File: config.mk
export PLATFORM = sky130hd
export DESIGN_NAME = aes_ctrl
export DESIGN_NICKNAME = d
export VERILOG_FILES = /design/src/hw/rtl/aes_pkg.sv /design/src/hw/rtl/aes_ctrl.sv
export SDC_FILE = /design/constraint.sdc
export NUM_CORES = 1
export LEC_CHECK = 0
export BUFFER_PORTS_ARGS = -buffer_cell sky130_fd_sc_hd__buf_2
export CAP_MARGIN = 20
export CORE_AREA = 2 2 39 41
export CTS_CLUSTER_SIZE = 40
export DETAILED_ROUTE_END_ITERATION = 10
export DIE_AREA = 0 0 41 43
export PLACE_DENSITY_LB_ADDON = 0.05
export SYNTH_ARGS = -nofsm -noshare
export SYNTH_HDL_FRONTEND = slang
export SYNTH_SLANG_ARGS = --single-unit
File: constraint.sdc
create_clock -name clk -period 2.5 [get_ports clk]
set_clock_uncertainty 0.15 [all_clocks]
set_input_delay 0.375 -clock clk [delete_from_list [all_inputs] [get_ports clk]]
set_output_delay 0.375 -clock clk [all_outputs]
set_load 0.01 [all_outputs]
File: src/hw/rtl/aes_pkg.sv
// Package for the AES-256 ECB/CBC cipher core: payload types, register indexes,
// S-box tables and GF(2^8) helpers. No dependencies.
`default_nettype none
package aes_pkg;

	localparam int NumRounds = 14;
	localparam int SchedWords = 60;
	localparam int CfgIdxW = 3;
	localparam int CfgDataW = 64;

	typedef enum logic [CfgIdxW-1:0] {
		REG_KEY0 = 3'd0, REG_KEY1 = 3'd1, REG_KEY2 = 3'd2, REG_KEY3 = 3'd3,
		REG_IV_HI = 3'd4, REG_IV_LO = 3'd5, REG_MODE = 3'd6, REG_DIR = 3'd7
	} cfg_reg_t;

	typedef struct packed {
		logic [63:0] block_high;
		logic [63:0] block_low;
		logic        first_block;
	} in_item_t;

	typedef struct packed {
		logic [63:0] result_high;
		logic [63:0] result_low;
	} out_item_t;

	// Controller to datapath commands.
	typedef struct packed {
		logic       load;      // take a new block and do the initial key add
		logic       round;     // perform one round
		logic       last;      // final round (no column mix)
		logic       ks_start;  // restart key expansion
		logic       ks_step;   // expand one more schedule word
	} dp_cmd_t;

	typedef struct packed {
		logic ks_done;
	} dp_stat_t;

	function automatic logic [7:0] xtime(input logic [7:0] a);
		return {a[6:0], 1'b0} ^ (a[7] ? 8'h1b : 8'h00);
	endfunction

	function automatic logic [7:0] gmul(input logic [7:0] a, input logic [7:0] b);
		logic [7:0] p;
		logic [7:0] x;
		p = 8'h00;
		x = a;
		for (int k = 0; k < 8; k++) begin
			if (b[k]) p = p ^ x;
			x = xtime(x);
		end
		return p;
	endfunction

	function automatic logic [7:0] ginv(input logic [7:0] x);
		logic [7:0] r;
		logic [7:0] bs;
		r = 8'h01;
		bs = x;
		for (int k = 0; k < 8; k++) begin
			if (k != 0) r = gmul(r, bs);
			bs = gmul(bs, bs);
		end
		return r;
	endfunction

	function automatic logic [7:0] rotl8(input logic [7:0] v, input int n);
		return 8'((v << n) | (v >> (8 - n)));
	endfunction

	function automatic logic [7:0] sbox_calc(input logic [7:0] x);
		logic [7:0] b;
		b = ginv(x);
		return b ^ rotl8(b, 1) ^ rotl8(b, 2) ^ rotl8(b, 3) ^ rotl8(b, 4) ^ 8'h63;
	endfunction

	function automatic logic [7:0] inv_sbox_calc(input logic [7:0] x);
		return ginv(rotl8(x, 1) ^ rotl8(x, 3) ^ rotl8(x, 6) ^ 8'h05);
	endfunction

	typedef logic [7:0] sbox_arr_t [256];

	function automatic sbox_arr_t build_sbox(input logic inv);
		sbox_arr_t t;
		for (int i = 0; i < 256; i++)
			t[i] = inv ? inv_sbox_calc(8'(i)) : sbox_calc(8'(i));
		return t;
	endfunction

	localparam sbox_arr_t SBOX = build_sbox(1'b0);
	localparam sbox_arr_t INV_SBOX = build_sbox(1'b1);

	function automatic logic [31:0] sub_word(input logic [31:0] w);
		return {SBOX[w[31:24]], SBOX[w[23:16]], SBOX[w[15:8]], SBOX[w[7:0]]};
	endfunction

	function automatic logic [31:0] mix_word(input logic [31:0] w);
		logic [7:0] a0, a1, a2, a3;
		a0 = w[31:24]; a1 = w[23:16]; a2 = w[15:8]; a3 = w[7:0];
		return {xtime(a0) ^ xtime(a1) ^ a1 ^ a2 ^ a3,
			a0 ^ xtime(a1) ^ xtime(a2) ^ a2 ^ a3,
			a0 ^ a1 ^ xtime(a2) ^ xtime(a3) ^ a3,
			xtime(a0) ^ a0 ^ a1 ^ a2 ^ xtime(a3)};
	endfunction

	function automatic logic [31:0] inv_mix_word(input logic [31:0] w);
		logic [7:0] a0, a1, a2, a3;
		a0 = w[31:24]; a1 = w[23:16]; a2 = w[15:8]; a3 = w[7:0];
		return {gmul(a0, 8'd14) ^ gmul(a1, 8'd11) ^ gmul(a2, 8'd13) ^ gmul(a3, 8'd9),
			gmul(a0, 8'd9) ^ gmul(a1, 8'd14) ^ gmul(a2, 8'd11) ^ gmul(a3, 8'd13),
			gmul(a0, 8'd13) ^ gmul(a1, 8'd9) ^ gmul(a2, 8'd14) ^ gmul(a3, 8'd11),
			gmul(a0, 8'd11) ^ gmul(a1, 8'd13) ^ gmul(a2, 8'd9) ^ gmul(a3, 8'd14)};
	endfunction

endpackage
`default_nettype wire

File: src/hw/rtl/aes_ctrl.sv
// Controller of the AES-256 core: key expansion sequencing, round count,
// input and output handshakes. Depends on aes_pkg.
`default_nettype none
module aes_ctrl
	import aes_pkg::*;
(
	input  wire logic clk,
	input  wire logic arst_n,
	input  wire logic key_write,
	input  wire logic in_valid,
	output logic      in_stall,
	output logic      out_valid,
	input  wire logic out_stall,
	input  wire dp_stat_t stat,
	output dp_cmd_t   cmd
);

	typedef enum logic [1:0] {S_KEYS, S_IDLE, S_ROUND, S_DONE} state_t;
	state_t state_q;
	logic [3:0] cnt_q;
	logic ks_pend_q;

	logic in_xfer;
	assign in_stall = !(state_q == S_IDLE || (state_q == S_DONE && !out_stall));
	assign in_xfer = in_valid && !in_stall;
	assign out_valid = (state_q == S_DONE);

	always_comb begin
		cmd = '0;
		cmd.ks_start = key_write;
		cmd.ks_step = (state_q == S_KEYS) && !key_write && !ks_pend_q;
		cmd.load = in_xfer;
		cmd.round = (state_q == S_ROUND);
		cmd.last = (state_q == S_ROUND) && (cnt_q == 4'd1);
	end

	// Sequencer: keys, then one round per cycle, then hold the result.
	always_ff @(posedge clk or negedge arst_n) begin
		if (!arst_n) begin
			state_q <= S_KEYS;
			cnt_q <= 4'd0;
			ks_pend_q <= 1'b1;
		end else begin
			ks_pend_q <= key_write;
			if (key_write) state_q <= S_KEYS;
			else begin
				case (state_q)
					S_KEYS: if (stat.ks_done && !ks_pend_q) state_q <= S_IDLE;
					S_IDLE, S_DONE: begin
						if (in_xfer) begin
							state_q <= S_ROUND;
							cnt_q <= 4'(NumRounds);
						end else if (state_q == S_DONE && !out_stall) begin
							state_q <= S_IDLE;
						end
					end
					S_ROUND: begin
						cnt_q <= cnt_q - 4'd1;
						if (cnt_q == 4'd1) state_q <= S_DONE;
					end
					default: state_q <= S_KEYS;
				endcase
			end
		end
	end

	assert property (@(posedge clk) disable iff (!arst_n)
		cmd.load |=> state_q == S_ROUND && cnt_q == 4'(NumRounds))
		else $error("load did not start rounds");
	assert property (@(posedge clk) disable iff (!arst_n)
		cmd.last |=> out_valid)
		else $error("last round did not raise result");
	assert property (@(posedge clk) disable iff (!arst_n)
		out_valid && out_stall |=> out_valid)
		else $error("stalled result dropped");

endmodule
`default_nettype wire

==> summary.md <==
| Metric | Value |
|---|---|
| Status | `complete, no violations` |
| Worst skew pair latency | `0.25 ns` |
| Fraction of layout cells with a size suffix above 1 | `0.339` |
| R2r setup slk | `0.69 ns` |
| N_diodes | `0` |
| Clk sinks | `7` |
| Mapped Cells | `48` |
| Syn. warnings | `0` |
| Pwr Density | `868 nW/um^2` |
| Placed wire-length estimate | `712 um` |
| Dpl cells | `73` |
| Relative slew margins | `0.752` |
| Clock Pin Slew Worst Setup and Hold Paths | `0.05 ns` |
| Worst Setup End Kind | `primary output` |
| Core area | `1380 sq um` |
| Number of global-route vias before repair | `340` |
| RSZ-0062 raised after global routing | `no` |
| Residual DRC count | `0` |
| Final slew viol count | `0` |
| Final setup vio count | `0` |
| Per-cell routed wire length | `11.9 um` |
| Via count | `388` |
| Area of the die | `1760 sq um` |
| Post-route setup TNS | `0 ns` |
| Top-level port count | `13` |
| Post-CTS resize count | `0` |
| Synth area leader | `dfrtp_1` |
| Htree depth | `1` |
| Post-Syn Area | `450 sq um` |
| Row cnt | `14` |
| Worst r2r src | `cnt_q[1]` |
| Post-synthesis average cell area | `9.38 sq um` |
| First-pass GRT wire length | `1.52 mm` |
| Min-delay src | `key_write` |
| Highest Clock Rate | `0.506 GHz` |
| Cell count of the worst reg-to-reg path | `6` |
| Total GRT Usage | `0.136` |
| Final WL | `932 um` |
| Synthesized flop and latch total | `7` |
| Global route overflow | `0` |
| Setup CP Type | `reg -> out` |
| Leak | `0.271 nW` |
| Worst EP arrival | `1.45 ns` |
| Prevailing post-synth register cell | `dfrtp_1` |
| Initial antenna violation count | `0` |
| Max-cap viol count | `0` |
| Startpoint Class | `flip-flop` |
| Share of the synthesized area in the top cell type | `0.333` |
| Routability cong. | `0.742` |
| Synth unique cells | `24` |
| Sequential fraction of the synthesis area | `0.392` |
| Final hold slack | `0.164 ns` |
| EDFF count, synth | `0` |
| Syn_nets | `56` |
| CTS tree | `done` |
| Most frequent cell after synthesis | `dfrtp_1` |
| Post-layout minimum cycle time | `1.98 ns` |
| Area Overhead vs Synth | `20.0%` |
| R2R Path End | `state_q[1]` |
| Via density per instance | `4.97` |
| Nets@finish | `71` |
| CP Data Required Time | `1.98 ns` |
| Worst Hold Endpoint | `ks_pend_q` |
| CTS Buffer Depth | `2` |
| Worst Path Max Fanout | `3` |
| Largest net degree at the start of global routing | `10` |
| CTS buffer count | `3` |
| Worst Hold Class | `in -> reg` |
| Commonest cells post-synth | `6 x dfrtp_1, 5 x inv_1, 5 x nand2_1, 4 x nor2_1, 4 x o21ai_0` |
| Die width | `41 um` |
| Layout Cells excl Fill | `78` |
| Cell depth of the worst hold path | `1` |
| Post-DRT Antenna Nets | `0` |
| Number of buffers added on ports | `12` |
| Final period util | `0.790` |
| Tightest Pin Transition | `0.370 ns` |
| Maximum vdd drop | `0.264 mV` |
| Critical path's slowest cell | `dfrtp_1` |
| Root buffer cell | `clkbuf_4` |
| Final hold viol count | `0` |
| Drt first-iter violations | `8` |
| Async S/R FF share, synth | `1.00` |
| Fillers | `146` |
| Synth area leaders | `dfrtp_1 33%, dfstp_2 5.8%, ha_1 5.6%` |
| Starting Density | `0.325` |
| DRT Pass-1 Iters | `4` |
| Slowest stage delay, CP | `0.38 ns` |
| Die Ht | `43 um` |
| Crit-path cells | `inv_1 -> ha_1 -> nor3b_1 -> and2_1 -> buf_2` |
==> area by class of cell <==
type / count / area (sq um) / area share
Inverter: 5 / 18.8 / 0.0347
Tap cell: 16 / 20.0 / 0.0370
Multi-Input combinational cell: 33 / 229 / 0.424
Timing Repair Buffer: 13 / 70.1 / 0.130
Clock buffer: 4 / 26.3 / 0.0486
Sequential cell: 7 / 176 / 0.326
==> cells in the final DEF (no fill, tap or decap) <==
| cell type | count |
|---|---|
| a211oi_1 | 1 |
| nand3_1 | 2 |
| nor3b_1 | 1 |
| ha_1 | 2 |
| buf_2 | 12 |
| nor2_1 | 4 |
| a31oi_1 | 2 |
| a31o_2 | 1 |
| nand2_1 | 5 |
| mux2_1 | 1 |
| and2_2 | 1 |
| o21ai_0 | 4 |
| dfstp_2 | 1 |
| a21bo_2 | 1 |
| dlygate4sd3_1 | 1 |
| clkbuf_4 | 3 |
| a211o_1 | 2 |
| or4_1 | 1 |
| nand2b_4 | 1 |
| or3_1 | 1 |
| clkbuf_1 | 1 |
| inv_1 | 5 |
| and2b_1 | 1 |
| dfrtp_1 | 6 |
| o32ai_2 | 1 |
| and2_1 | 1 |
==> worst max-delay path by stage <==
stage / to / start / cells after the start
2_1_floorplan: state_q[1] / cnt_q[1] / 6
3_3_place_gp: state_q[1] / cnt_q[1] / 6
3_5_place_dp: state_q[1] / cnt_q[1] / 6
4_1_cts: cmd[2] / cnt_q[1] / 5
5_1_grt: cmd[2] / cnt_q[1] / 5
6_report: cmd[2] / cnt_q[1] / 5
==> kinds of logic after synthesis <==
| logic type | after synthesis | share of synthesized area |
|---|---|---|
| buffers and inverters | 8 | 0.100 |
| AND/OR/NAND/NOR | 18 | 0.222 |
| adder cells (fa/ha/maj) | 2 | 0.0555 |
| flip-flops | 7 | 0.392 |
| AO/OA/AOI/OAI | 12 | 0.206 |
| multiplexers | 1 | 0.0250 |
==> routing by layer <==
metal  vias to the layer above  track usage  wire length, um
met4                         0       0.0800                8
met2                         8        0.197              468
met1                       184        0.147              414
met3                         2       0.0785               40
met5                         -            0                0
li1                        194            -                -
==> sequential cells by signal (all words and copies together) (netlist names) <==
signal / cells
ks_pend_q: 1
cnt_q: 4
state_q: 2
==> where the power goes <==
| part | internal, mW | leakage, nW | total, mW | switching (mW) |
|---|---|---|---|---|
| logic | 0.0774 | 0.176 | 0.165 | 0.0874 |
| clock network | 0.0610 | 0.0150 | 0.104 | 0.0428 |
| registers | 0.154 | 0.0802 | 0.200 | 0.0468 |
==> per-stage QoR <==
stage | setup WS, ns | power, mW | utilization | cell area [sq um]
after floorplan | 0.845 | 0.324 | - | 450
after global placement | 0.679 | 0.370 | 0.364 | 504
after detailed placement | 0.679 | 0.368 | 0.364 | 504
after CTS | 0.480 | 0.479 | 0.391 | 541
after global routing | 0.382 | 0.516 | 0.391 | 541
final | 0.524 | 0.469 | 0.391 | 541
==> timing repair <==
| item | CTS | global route |
|---|---|---|
| endpoints found under the hold margin | 6 | 0 |
| setup buffers | 0 | 0 |
| hold buffers | 1 | 0 |
==> critical path: cells and delay by family (launching register included) <==
kind / cells / cell delay [ns]
adder cells (fa/ha/maj): 1 / 0.14
buffers and inverters: 2 / 0.20
flip-flops: 1 / 0.38
AND/OR/NAND/NOR: 2 / 0.48
Note: power is estimated with default switching activity, not from simulation.
